[src/bq_pkg.sv]
// Shared types, widths and codes of the biquad filter.
package bq_pkg;

    localparam int CHANNELS_DEF = 8;
    localparam int CHAN_W       = 3;
    localparam int SAMPLE_W     = 24;
    localparam int COEF_W       = 32;
    localparam int STATE_W      = 32;
    localparam int ACC_W        = 36;
    localparam int EXTRA_W      = STATE_W + 1;
    localparam int CFG_IDX_W    = 3;
    localparam int CNT_W        = $clog2(SAMPLE_W);

    localparam logic [CNT_W-1:0] LAST_BIT  = CNT_W'(SAMPLE_W - 1);
    localparam logic [CNT_W-1:0] ROUND_BIT = CNT_W'(SAMPLE_W - 2);

    localparam logic [CFG_IDX_W-1:0] CFG_FEED_0 = 3'd0;
    localparam logic [CFG_IDX_W-1:0] CFG_FEED_1 = 3'd1;
    localparam logic [CFG_IDX_W-1:0] CFG_FEED_2 = 3'd2;
    localparam logic [CFG_IDX_W-1:0] CFG_BACK_1 = 3'd3;
    localparam logic [CFG_IDX_W-1:0] CFG_BACK_2 = 3'd4;

    localparam logic [COEF_W-1:0] FEED_0_RESET = 32'h1000_0000;

    typedef enum logic [2:0] {
        ST_IDLE,
        ST_LOAD,
        ST_FEED,
        ST_YSAT,
        ST_BACK,
        ST_STORE
    } bq_state_t;

    typedef struct packed {
        logic [CHAN_W-1:0]          chan_index;
        logic signed [SAMPLE_W-1:0] in_sample;
    } bq_in_t;

    typedef struct packed {
        logic [CHAN_W-1:0]          out_chan;
        logic signed [SAMPLE_W-1:0] out_sample;
        logic                       clipped;
    } bq_out_t;

    typedef struct packed {
        logic clear;
        logic step;
        logic x_bit;
        logic y_bit;
        logic sign_step;
    } mac_ctrl_t;

endpackage

[src/bq_stream_if.sv]
// Valid/ready stream channel carrying one payload item.
interface bq_stream_if #(
    parameter type payload_t = logic
) ();
    logic     valid;
    logic     ready;
    payload_t data;

    modport source (output valid, output data, input ready);
    modport sink   (input valid, input data, output ready);
endinterface

[src/bq_ram.sv]
// Generic single-write, single-read RAM with registered read data.
module bq_ram #(
    parameter int WIDTH = 64,
    parameter int DEPTH = 8,
    localparam int AW   = (DEPTH > 1) ? $clog2(DEPTH) : 1
) (
    input  logic                 clk,
    input  logic                 we,
    input  logic [AW-1:0]        waddr,
    input  logic [WIDTH-1:0]     wdata,
    input  logic [AW-1:0]        raddr,
    output logic [WIDTH-1:0]     rdata
);
    logic [WIDTH-1:0] mem_reg [DEPTH];
    logic [WIDTH-1:0] rdata_reg;

    always_ff @(posedge clk)
    begin
        if (we)
        begin
            mem_reg[waddr] <= wdata;
        end
        rdata_reg <= mem_reg[raddr];
    end

    assign rdata = rdata_reg;
endmodule

[src/bq_serial_mac.sv]
// Bit-serial multiply-accumulate: two serial multipliers against parallel coefficients.
module bq_serial_mac (
    input  logic                               clk,
    input  logic                               rst_n,
    input  bq_pkg::mac_ctrl_t                  ctrl,
    input  logic signed [bq_pkg::COEF_W-1:0]   coef_x,
    input  logic signed [bq_pkg::COEF_W-1:0]   coef_y,
    input  logic signed [bq_pkg::EXTRA_W-1:0]  extra,
    output logic signed [bq_pkg::ACC_W-1:0]    acc,
    output logic                               low_bit
);
    logic signed [bq_pkg::ACC_W-1:0] acc_reg;
    logic                            low_bit_reg;
    logic signed [bq_pkg::ACC_W-1:0] coef_x_ext;
    logic signed [bq_pkg::ACC_W-1:0] coef_y_ext;
    logic signed [bq_pkg::ACC_W-1:0] extra_ext;
    logic signed [bq_pkg::ACC_W-1:0] term_x;
    logic signed [bq_pkg::ACC_W-1:0] term_y;
    logic signed [bq_pkg::ACC_W-1:0] sum;

    assign coef_x_ext = bq_pkg::ACC_W'(coef_x);
    assign coef_y_ext = bq_pkg::ACC_W'(coef_y);
    assign extra_ext  = bq_pkg::ACC_W'(extra);

    // The sign bit of a two's complement multiplier carries negative weight.
    // The y product enters with a minus sign.
    always_comb
    begin
        term_x = '0;
        term_y = '0;
        if (ctrl.x_bit)
        begin
            term_x = ctrl.sign_step ? -coef_x_ext : coef_x_ext;
        end
        if (ctrl.y_bit)
        begin
            term_y = ctrl.sign_step ? coef_y_ext : -coef_y_ext;
        end
        sum = acc_reg + term_x + term_y + extra_ext;
    end

    always_ff @(posedge clk or negedge rst_n)
    begin
        if (!rst_n)
        begin
            acc_reg     <= '0;
            low_bit_reg <= 1'b0;
        end
        else if (ctrl.clear)
        begin
            acc_reg     <= '0;
            low_bit_reg <= 1'b0;
        end
        else if (ctrl.step)
        begin
            acc_reg     <= sum >>> 1;
            low_bit_reg <= sum[0];
        end
    end

    assign acc     = acc_reg;
    assign low_bit = low_bit_reg;
endmodule

[src/biquad_iir_filter.sv]
// Biquad IIR filter top level, transposed direct form II, one delay pair per channel.
//
//  channel     dir  handshake          payload
//  sample_ch   in   valid / ready      chan_index[2:0], in_sample[23:0] (Q0.23)
//  result_ch   out  valid / ready      out_chan[2:0], out_sample[23:0], clipped
//  cfg port    in   cfg_wr_en only     cfg_index[2:0], cfg_data[31:0] (Q3.28 coefficients)
//
//  An item steps through accept, one RAM read, a serial pass for the output
//  term, one saturation step, a serial pass for both state updates, one store.
//  Serial passes come from the bit-serial MACs, which consume one sample bit a cycle.
//  An item on a channel at or above CHANNELS goes straight to store and touches no state.
//  Reset clears coefficients to unity gain and marks every delay pair as zero.
//  A result waiting on result_ch does not block the next accept; the store stage
//  holds only while the output register is still full.
module biquad_iir_filter #(
    parameter int CHANNELS = bq_pkg::CHANNELS_DEF
) (
    input  logic                             clk,
    input  logic                             rst_n,
    input  logic                             cfg_wr_en,
    input  logic [bq_pkg::CFG_IDX_W-1:0]     cfg_index,
    input  logic [bq_pkg::COEF_W-1:0]        cfg_data,
    bq_stream_if.sink                        sample_ch,
    bq_stream_if.source                      result_ch
);
    localparam int AW     = (CHANNELS > 1) ? $clog2(CHANNELS) : 1;
    localparam int SW     = bq_pkg::SAMPLE_W;
    localparam int ZW     = bq_pkg::STATE_W;
    localparam int AW_ACC = bq_pkg::ACC_W;

    // Coefficient registers
    logic signed [bq_pkg::COEF_W-1:0] coef_feed_0_reg;
    logic signed [bq_pkg::COEF_W-1:0] coef_feed_1_reg;
    logic signed [bq_pkg::COEF_W-1:0] coef_feed_2_reg;
    logic signed [bq_pkg::COEF_W-1:0] coef_back_1_reg;
    logic signed [bq_pkg::COEF_W-1:0] coef_back_2_reg;

    // Control
    bq_pkg::bq_state_t          state_reg;
    bq_pkg::bq_state_t          state_next;
    logic [bq_pkg::CNT_W-1:0]   bit_cnt_reg;
    logic [CHANNELS-1:0]        chan_valid_reg;
    logic                       skip_reg;
    logic                       zvalid_reg;
    logic                       clip_reg;
    logic                       out_valid_reg;

    // Payload
    logic [bq_pkg::CHAN_W-1:0]  chan_reg;
    logic signed [SW-1:0]       sample_reg;
    logic [SW-1:0]              x_sr_reg;
    logic [SW-1:0]              y_sr_reg;
    logic signed [SW-1:0]       y_reg;
    logic signed [ZW-1:0]       z1_reg;
    logic signed [ZW-1:0]       z2_reg;
    logic [bq_pkg::CHAN_W-1:0]  out_chan_reg;
    logic signed [SW-1:0]       out_sample_reg;
    logic                       out_clip_reg;

    // Handshake and sequencing strobes
    logic                       in_ready;
    logic                       accept;
    logic                       chan_oor;
    logic                       load_z;
    logic                       finish_y;
    logic                       store_fire;
    logic                       last_bit;
    bq_pkg::mac_ctrl_t          mac_a_ctrl;
    bq_pkg::mac_ctrl_t          mac_b_ctrl;

    // MAC operands and results
    logic signed [bq_pkg::COEF_W-1:0]  coef_a_x;
    logic signed [bq_pkg::COEF_W-1:0]  coef_a_y;
    logic signed [bq_pkg::EXTRA_W-1:0] extra_a;
    logic signed [bq_pkg::EXTRA_W-1:0] extra_b;
    logic signed [AW_ACC-1:0]          acc_a;
    logic signed [AW_ACC-1:0]          acc_b;
    logic                              low_a;
    logic                              low_b;

    // Saturation
    logic [AW_ACC-SW-4:0]   y_top;
    logic                   y_ovf;
    logic signed [SW-1:0]   y_sat;
    logic [AW_ACC-ZW+1:0]   z1_top;
    logic [AW_ACC-ZW+1:0]   z2_top;
    logic                   z1_ovf;
    logic                   z2_ovf;
    logic signed [ZW-1:0]   z1_sat;
    logic signed [ZW-1:0]   z2_sat;

    // RAM
    logic [AW-1:0]          in_addr;
    logic [AW-1:0]          st_addr;
    logic [2*ZW-1:0]        ram_rdata;

    assign accept   = sample_ch.valid && in_ready;
    assign chan_oor = 32'(sample_ch.data.chan_index) >= 32'(CHANNELS);
    assign in_addr  = AW'(sample_ch.data.chan_index);
    assign st_addr  = AW'(chan_reg);
    assign last_bit = bit_cnt_reg == bq_pkg::LAST_BIT;

    // ---------------------------------------------------------------
    // Configuration writes; an index beyond the list is dropped
    // ---------------------------------------------------------------
    always_ff @(posedge clk or negedge rst_n)
    begin
        if (!rst_n)
        begin
            coef_feed_0_reg <= bq_pkg::FEED_0_RESET;
            coef_feed_1_reg <= '0;
            coef_feed_2_reg <= '0;
            coef_back_1_reg <= '0;
            coef_back_2_reg <= '0;
        end
        else if (cfg_wr_en)
        begin
            case (cfg_index)
                bq_pkg::CFG_FEED_0: coef_feed_0_reg <= cfg_data;
                bq_pkg::CFG_FEED_1: coef_feed_1_reg <= cfg_data;
                bq_pkg::CFG_FEED_2: coef_feed_2_reg <= cfg_data;
                bq_pkg::CFG_BACK_1: coef_back_1_reg <= cfg_data;
                bq_pkg::CFG_BACK_2: coef_back_2_reg <= cfg_data;
                default: ;
            endcase
        end
    end

    // ---------------------------------------------------------------
    // Sequencer: next state
    // ---------------------------------------------------------------
    always_comb
    begin
        state_next = state_reg;
        case (state_reg)
            bq_pkg::ST_IDLE:
            begin
                if (sample_ch.valid)
                begin
                    state_next = chan_oor ? bq_pkg::ST_STORE : bq_pkg::ST_LOAD;
                end
            end
            bq_pkg::ST_LOAD:  state_next = bq_pkg::ST_FEED;
            bq_pkg::ST_FEED:
            begin
                if (last_bit)
                begin
                    state_next = bq_pkg::ST_YSAT;
                end
            end
            bq_pkg::ST_YSAT:  state_next = bq_pkg::ST_BACK;
            bq_pkg::ST_BACK:
            begin
                if (last_bit)
                begin
                    state_next = bq_pkg::ST_STORE;
                end
            end
            bq_pkg::ST_STORE:
            begin
                if (!out_valid_reg || result_ch.ready)
                begin
                    state_next = bq_pkg::ST_IDLE;
                end
            end
            default: state_next = bq_pkg::ST_IDLE;
        endcase
    end

    // ---------------------------------------------------------------
    // Sequencer: outputs
    // MAC A forms y in the feed pass, then z1' in the back pass.
    // MAC B forms z2' in the back pass only.
    // ---------------------------------------------------------------
    always_comb
    begin
        in_ready   = 1'b0;
        load_z     = 1'b0;
        finish_y   = 1'b0;
        store_fire = 1'b0;
        mac_a_ctrl = '0;
        mac_b_ctrl = '0;
        coef_a_x   = coef_feed_0_reg;
        coef_a_y   = '0;
        extra_a    = '0;
        extra_b    = '0;
        case (state_reg)
            bq_pkg::ST_IDLE:  in_ready = 1'b1;
            bq_pkg::ST_LOAD:
            begin
                load_z           = 1'b1;
                mac_a_ctrl.clear = 1'b1;
            end
            bq_pkg::ST_FEED:
            begin
                mac_a_ctrl.step      = 1'b1;
                mac_a_ctrl.x_bit     = x_sr_reg[0];
                mac_a_ctrl.sign_step = last_bit;
                // z1 weighs 2^23 in the product domain; add the rounding half with it
                if (last_bit)
                begin
                    extra_a = bq_pkg::EXTRA_W'(z1_reg) + bq_pkg::EXTRA_W'(16);
                end
            end
            bq_pkg::ST_YSAT:
            begin
                finish_y         = 1'b1;
                mac_a_ctrl.clear = 1'b1;
                mac_b_ctrl.clear = 1'b1;
            end
            bq_pkg::ST_BACK:
            begin
                coef_a_x             = coef_feed_1_reg;
                coef_a_y             = coef_back_1_reg;
                mac_a_ctrl.step      = 1'b1;
                mac_a_ctrl.x_bit     = x_sr_reg[0];
                mac_a_ctrl.y_bit     = y_sr_reg[0];
                mac_a_ctrl.sign_step = last_bit;
                mac_b_ctrl           = mac_a_ctrl;
                // Rounding half of the state LSB sits at 2^22
                if (bit_cnt_reg == bq_pkg::ROUND_BIT)
                begin
                    extra_a = bq_pkg::EXTRA_W'(1);
                    extra_b = bq_pkg::EXTRA_W'(1);
                end
                if (last_bit)
                begin
                    extra_a = bq_pkg::EXTRA_W'(z2_reg);
                end
            end
            bq_pkg::ST_STORE: store_fire = !out_valid_reg || result_ch.ready;
            default: ;
        endcase
    end

    always_ff @(posedge clk or negedge rst_n)
    begin
        if (!rst_n)
        begin
            state_reg      <= bq_pkg::ST_IDLE;
            bit_cnt_reg    <= '0;
            chan_valid_reg <= '0;
            skip_reg       <= 1'b0;
            zvalid_reg     <= 1'b0;
            clip_reg       <= 1'b0;
            out_valid_reg  <= 1'b0;
        end
        else
        begin
            state_reg <= state_next;
            if (load_z || finish_y)
            begin
                bit_cnt_reg <= '0;
            end
            else if (mac_a_ctrl.step)
            begin
                bit_cnt_reg <= bit_cnt_reg + 1'b1;
            end
            if (accept)
            begin
                skip_reg   <= chan_oor;
                zvalid_reg <= chan_valid_reg[in_addr];
                clip_reg   <= 1'b0;
            end
            else if (finish_y)
            begin
                clip_reg <= y_ovf;
            end
            if (store_fire && !skip_reg)
            begin
                chan_valid_reg[st_addr] <= 1'b1;
            end
            if (store_fire)
            begin
                out_valid_reg <= 1'b1;
            end
            else if (result_ch.ready)
            begin
                out_valid_reg <= 1'b0;
            end
        end
    end

    // ---------------------------------------------------------------
    // Payload path: serial operand shifters, delay values, result
    // ---------------------------------------------------------------
    always_ff @(posedge clk)
    begin
        if (accept)
        begin
            chan_reg   <= sample_ch.data.chan_index;
            sample_reg <= sample_ch.data.in_sample;
            x_sr_reg   <= sample_ch.data.in_sample;
        end
        else if (finish_y)
        begin
            x_sr_reg <= sample_reg;
        end
        else if (mac_a_ctrl.step)
        begin
            x_sr_reg <= x_sr_reg >> 1;
        end

        if (finish_y)
        begin
            y_reg    <= y_sat;
            y_sr_reg <= y_sat;
        end
        else if (mac_a_ctrl.step)
        begin
            y_sr_reg <= y_sr_reg >> 1;
        end

        // A channel never written since reset reads as zero state
        if (load_z)
        begin
            z1_reg <= zvalid_reg ? $signed(ram_rdata[ZW-1:0]) : '0;
            z2_reg <= zvalid_reg ? $signed(ram_rdata[2*ZW-1:ZW]) : '0;
        end

        if (store_fire)
        begin
            out_chan_reg   <= chan_reg;
            out_sample_reg <= skip_reg ? '0 : y_reg;
            out_clip_reg   <= !skip_reg && (clip_reg || z1_ovf || z2_ovf);
        end
    end

    // ---------------------------------------------------------------
    // Saturation. y = acc >>> 4 (acc holds the sum >> 24); the new state is
    // {acc, last bit shifted out} (the sum >> 23). Overflow when the bits
    // above the field's sign bit do not all match it.
    // ---------------------------------------------------------------
    always_comb
    begin
        y_top  = acc_a[AW_ACC-1:SW+3];
        y_ovf  = !((&y_top) || !(|y_top));
        y_sat  = y_ovf ? {acc_a[AW_ACC-1], {(SW-1){!acc_a[AW_ACC-1]}}}
                       : acc_a[SW+3:4];

        z1_top = acc_a[AW_ACC-1:ZW-2];
        z1_ovf = !((&z1_top) || !(|z1_top));
        z1_sat = z1_ovf ? {acc_a[AW_ACC-1], {(ZW-1){!acc_a[AW_ACC-1]}}}
                        : {acc_a[ZW-2:0], low_a};

        z2_top = acc_b[AW_ACC-1:ZW-2];
        z2_ovf = !((&z2_top) || !(|z2_top));
        z2_sat = z2_ovf ? {acc_b[AW_ACC-1], {(ZW-1){!acc_b[AW_ACC-1]}}}
                        : {acc_b[ZW-2:0], low_b};
    end

    bq_serial_mac u_mac_a (
        .clk     (clk),
        .rst_n   (rst_n),
        .ctrl    (mac_a_ctrl),
        .coef_x  (coef_a_x),
        .coef_y  (coef_a_y),
        .extra   (extra_a),
        .acc     (acc_a),
        .low_bit (low_a)
    );

    bq_serial_mac u_mac_b (
        .clk     (clk),
        .rst_n   (rst_n),
        .ctrl    (mac_b_ctrl),
        .coef_x  (coef_feed_2_reg),
        .coef_y  (coef_back_2_reg),
        .extra   (extra_b),
        .acc     (acc_b),
        .low_bit (low_b)
    );

    // Delay pairs: z2 in the upper half, z1 in the lower half
    bq_ram #(
        .WIDTH (2 * ZW),
        .DEPTH (CHANNELS)
    ) u_delay_ram (
        .clk   (clk),
        .we    (store_fire && !skip_reg),
        .waddr (st_addr),
        .wdata ({z2_sat, z1_sat}),
        .raddr (in_addr),
        .rdata (ram_rdata)
    );

    assign sample_ch.ready        = in_ready;
    assign result_ch.valid        = out_valid_reg;
    assign result_ch.data.out_chan   = out_chan_reg;
    assign result_ch.data.out_sample = out_sample_reg;
    assign result_ch.data.clipped    = out_clip_reg;

    // ---------------------------------------------------------------
    // Assertions
    // ---------------------------------------------------------------
    a_result_from_store: assert property (@(posedge clk) disable iff (!rst_n)
        $rose(out_valid_reg) |-> $past(state_reg == bq_pkg::ST_STORE))
        else $error("result appeared without a store step");

    a_accept_path: assert property (@(posedge clk) disable iff (!rst_n)
        accept |=> (state_reg == bq_pkg::ST_LOAD || state_reg == bq_pkg::ST_STORE))
        else $error("accepted item did not enter load or store");

    a_serial_pass_length: assert property (@(posedge clk) disable iff (!rst_n)
        ((state_reg == bq_pkg::ST_FEED || state_reg == bq_pkg::ST_BACK)
            && state_next != state_reg) |-> last_bit)
        else $error("serial pass ended before all sample bits");

    a_oor_result_zero: assert property (@(posedge clk) disable iff (!rst_n)
        (store_fire && skip_reg) |=> (out_sample_reg == '0 && !out_clip_reg))
        else $error("out-of-range channel produced a nonzero result");
endmodule

[src/flat_wrapper.sv]
// flat-port wrapper written by rule: the top's interface ports become plain ports
module biquad_iir_filter_flat 
#(
    parameter int CHANNELS = bq_pkg::CHANNELS_DEF
)
  (clk, rst_n, cfg_wr_en, cfg_index, cfg_data, sample_ch_valid, sample_ch_data, sample_ch_ready, result_ch_valid, result_ch_data, result_ch_ready);
  bq_stream_if #(.payload_t(bq_pkg::bq_in_t)) sample_ch_i ();
  bq_stream_if #(.payload_t(bq_pkg::bq_out_t)) result_ch_i ();
  input  logic clk;
  input  logic rst_n;
  input  logic cfg_wr_en;
  input  logic [bq_pkg::CFG_IDX_W-1:0] cfg_index;
  input  logic [bq_pkg::COEF_W-1:0] cfg_data;
  input wire logic [$bits(sample_ch_i.valid)-1:0] sample_ch_valid;
  input wire logic [$bits(sample_ch_i.data)-1:0] sample_ch_data;
  output wire logic [$bits(sample_ch_i.ready)-1:0] sample_ch_ready;
  output wire logic [$bits(result_ch_i.valid)-1:0] result_ch_valid;
  output wire logic [$bits(result_ch_i.data)-1:0] result_ch_data;
  input wire logic [$bits(result_ch_i.ready)-1:0] result_ch_ready;
  assign sample_ch_i.valid = sample_ch_valid;
  assign sample_ch_i.data = sample_ch_data;
  assign sample_ch_ready = sample_ch_i.ready;
  assign result_ch_valid = result_ch_i.valid;
  assign result_ch_data = result_ch_i.data;
  assign result_ch_i.ready = result_ch_ready;
  biquad_iir_filter #(.CHANNELS(CHANNELS)) u_core (.clk(clk), .rst_n(rst_n), .cfg_wr_en(cfg_wr_en), .cfg_index(cfg_index), .cfg_data(cfg_data), .sample_ch(sample_ch_i), .result_ch(result_ch_i));
endmodule
[config.mk]
export PLATFORM = sky130hd
export DESIGN_NAME = biquad_iir_filter_flat
export DESIGN_NICKNAME = d
export VERILOG_FILES = /design/src/bq_pkg.sv /design/src/bq_stream_if.sv /design/src/bq_ram.sv /design/src/bq_serial_mac.sv /design/src/biquad_iir_filter.sv /design/src/flat_wrapper.sv
export SDC_FILE = /design/constraint.sdc
export NUM_CORES = 2
export LEC_CHECK = 0
export ABC_AREA = 1
export BUFFER_PORTS_ARGS = -buffer_cell sky130_fd_sc_hd__buf_2
export CAP_MARGIN = 20
export CORE_AREA = 2 2 363 257
export DETAILED_ROUTE_END_ITERATION = 16
export DIE_AREA = 0 0 365 259
export PLACE_DENSITY = 0.71
export SLEW_MARGIN = 30
export SYNTH_ARGS = -nofsm -noshare
export SYNTH_HDL_FRONTEND = slang
export SYNTH_SLANG_ARGS = --single-unit
[constraint.sdc]
create_clock -name clk -period 16 [get_ports clk]
set_input_delay 0.8 -clock clk [delete_from_list [all_inputs] [get_ports clk]]
set_output_delay 0.8 -clock clk [all_outputs]
set_load 0.05 [all_outputs]
==> run_results.csv <==
group,metric,value,unit
outcome,outcome,"finished clean",
logic_synthesis,synth-async-reset-ratio,0.247,
logic_synthesis,synth_most_common_cell,"nand2_1",
floorplan,fp.coreArea,91200,sq um
drt,first_pass_iters,6,
timing,setup_slack,8590,ps
cells_and_area,layout-drive-gt1-share,0.0698,
worst_setup_path,start_kind,"register",
global_route,grt_first_pass_wirelength,212000,microns
timing,max_slew_margin,0.309,
logic_synthesis,synth_area_leader_cell,"edfxtp_1",
worst_setup_path,cp.arrival,7980,ps
floorplan,rows,93,
worst_setup_path,cp_num_buf_inv,7,
global_route,grt_pass1_vias,34400,
timing,rsz0062_at_grt,"no",
worst_setup_path,max_stage_delay,580,ps
drt,wl_per_cell,21.8,microns
cells_and_area,multiInputGateArea,18100,sq um
drt,routed_wl,142000,microns
min_path,hold_class,"in2async",
worst_setup_path,crit_path_frequent_cell,"o21ai_0",
global_route,grt_start_max_net_pins,117,
logic_synthesis,synth_area_leaders,"edfxtp_1 43%, dfrtp_1 13%, o21ai_0 7.4%",
clock_tree,cts_buffers,94,
cells_and_area,final.fill_count,7792,
logic_synthesis,synthesis.area,49700,sq um
drt,antenna_left,0,
floorplan,initial_core_util,0.544,
floorplan,ios,97,
clock_tree,insertion_delay,700,ps
drt,vias_per_cell,5.78,
power,p_per_area,172,nW/um^2
worst_setup_path,required,16570,ps
cells_and_area,syn2layout_area_growth,9.48,%
timing,period_share,0.463,
logic_synthesis,ys_types,65,
timing,setup_tns,0,ps
drt,drt_first_iter_violations,5239,
floorplan,die_y,259,microns
place,pre_cts_ws,8900,ps
place,place_hpwl,96400,microns
floorplan,die_x,365,microns
floorplan,dieArea,94500,sq um
logic_synthesis,synth_top_cell_area_share,0.425,
clock_tree,htreeDepth,3,
global_route,antenna_found_initial,2,
logic_synthesis,syn_inst,5173,
cells_and_area,largest_register_ffs,512,
logic_synthesis,synth.avg_cell_area,9.60,sq um
worst_setup_path,r2r_cells,25,
clock_tree,clock_path_buffers,3,
worst_setup_path,endpoint_kind,"register",
clock_tree,cts-resized-gates,0,
worst_setup_path,r2r_end,"u_core.u_mac_a.acc[19]$_DFFE_PN0P_",
logic_synthesis,seq_area_frac_synth,0.577,
place,dpl.cell_count,6318,
timing,period_minus_slack,7410,ps
logic_synthesis,synth_fp_nets,5423,
clock_tree,cts_tree,"done",
worst_setup_path,r2r_slack,8590,ps
power,ir_drop,0.115,mV
logic_synthesis,synth-edff-count,703,
timing,fmax,0.135,GHz
place,gp_congestion,1.00,
cells_and_area,register_area,28700,sq um
global_route,grt.total_usage,0.297,
timing,maxSlewViolCount,0,
logic_synthesis,synth_seq_cells,1018,
clock_tree,ctsHoldBuffers,0,
cells_and_area,post-route-util,0.596,
logic_synthesis,ys.flop_type,"edfxtp_1",
worst_setup_path,worstSetupPathType,"reg2reg",
power,power,9320,uW
timing,fin_skew,29.7,ps
place,port_buffers,96,
worst_setup_path,reg2reg_from,"u_core.state_reg[1]$_DFFE_PN0P_",
timing,setup_viol,0,
power,p_leak,0.0222,uW
timing,hold_violations,0,
worst_setup_path,cp-startpoint,"u_core.state_reg[1]$_DFFE_PN0P_",
clock_tree,cts-root-buf,"clkbuf_16",
job,max_cap_violations,0,
worst_setup_path,crit_family,"compound AO/OA/AOI/OAI gates",
cells_and_area,nets,5429,
worst_setup_path,slowest_stage,"nand2_2",
drt,num_vias,37500,
worst_setup_path,path_max_fanout,43,
drt,route.detailed.drc,0,
clock_tree,clkSinkCount,1018,
global_route,grt.overflow.total,0,
clock_tree,clkTransAtPathRegs,70,ps
cells_and_area,finalNonFillerCells,6494,
logic_synthesis,yosys_warnings,0,
logic_synthesis,synth_common_cells,"851 x nand2_1, 746 x nor2_1, 734 x o21ai_0, 703 x edfxtp_1, 531 x inv_1",
clock_tree,postCtsSetupBuffers,0,
timing,worst_pin_slew,1030,ps
cell usage in the layout (no fill, tap or decap), types with 77 or more instances in the layout:
cell type  instances
nand2_1          848
fa_1             106
dfrtp_1          249
ha_1              77
o21ai_0          720
a21oi_1          256
nor2_1           735
o22ai_1           83
buf_2             93
clkbuf_16         94
inv_1            527
edfxtp_1         703
a31oi_1          110
nand3_1           99
layout make-up:
type,instances,area share
Sequential cell,1018,0.528
Multi-Input combinational cell,3377,0.334
Clock buffer,129,0.0468
Inverter,544,0.0377
Tap cell,1235,0.0284
Timing Repair Buffer,144,0.0160
Clock inverter,46,0.00967
Antenna cell,1,0.0000460
worst max path at each step:
stage,to,slack (ps),cells after the start
finish,u_core.u_mac_a.acc[19]$_DFFE_PN0P_,8590,25
global route,u_core.u_mac_a.acc[24]$_DFFE_PN0P_,8160,26
detailed placement,u_core.u_mac_a.acc[31]$_DFFE_PN0P_,8900,29
floorplan,u_core.u_delay_ram.mem_reg[1][0]$_DFFE_PP_,9990,8
CTS,u_core.u_mac_a.acc[31]$_DFFE_PN0P_,8850,28
global placement,u_core.u_mac_a.acc[19]$_DFFE_PN0P_,8920,26
worst reg2reg max path: cells and delay by family, from the launching register on:
kind	cells	cell delay, ps
AO/OA/AOI/OAI	8	1850
buffers and inverters	7	1800
AND/OR/NAND/NOR	6	1580
adder cells (fa/ha/maj)	3	1370
flip-flops	1	460
XOR/XNOR	1	200
through the flow:
step	area (sq um)	hold slack (ps)
6_report	54400	99.1
5_1_grt	54400	139
4_1_cts	54300	92.5
3_5_place_dp	51300	405
3_3_place_gp	51300	401
2_1_floorplan	49700	400
where the power goes:
| group | switching (uW) | internal (uW) |
|---|---|---|
| registers | 230 | 3980 |
| clock network | 1010 | 1250 |
| logic | 2220 | 634 |
cell families after synthesis:
family / Yosys count / synth area share
flip-flops: 1018 / 0.577
adder cells (fa/ha/maj): 183 / 0.0621
buffers and inverters: 778 / 0.0598
XOR/XNOR: 43 / 0.00758
AO/OA/AOI/OAI: 1285 / 0.140
AND/OR/NAND/NOR: 1866 / 0.153
routing by layer:
metal	wire [microns]	share of wire	vias up	track usage
met5	0	0	-	0
met4	3220	0.023	0	0.0734
met2	60500	0.43	1683	0.428
met1	64300	0.45	18100	0.460
met3	13700	0.096	182	0.0622
li1	-	-	17500	-
No activity file was read; power rests on OpenSTA's default activity.
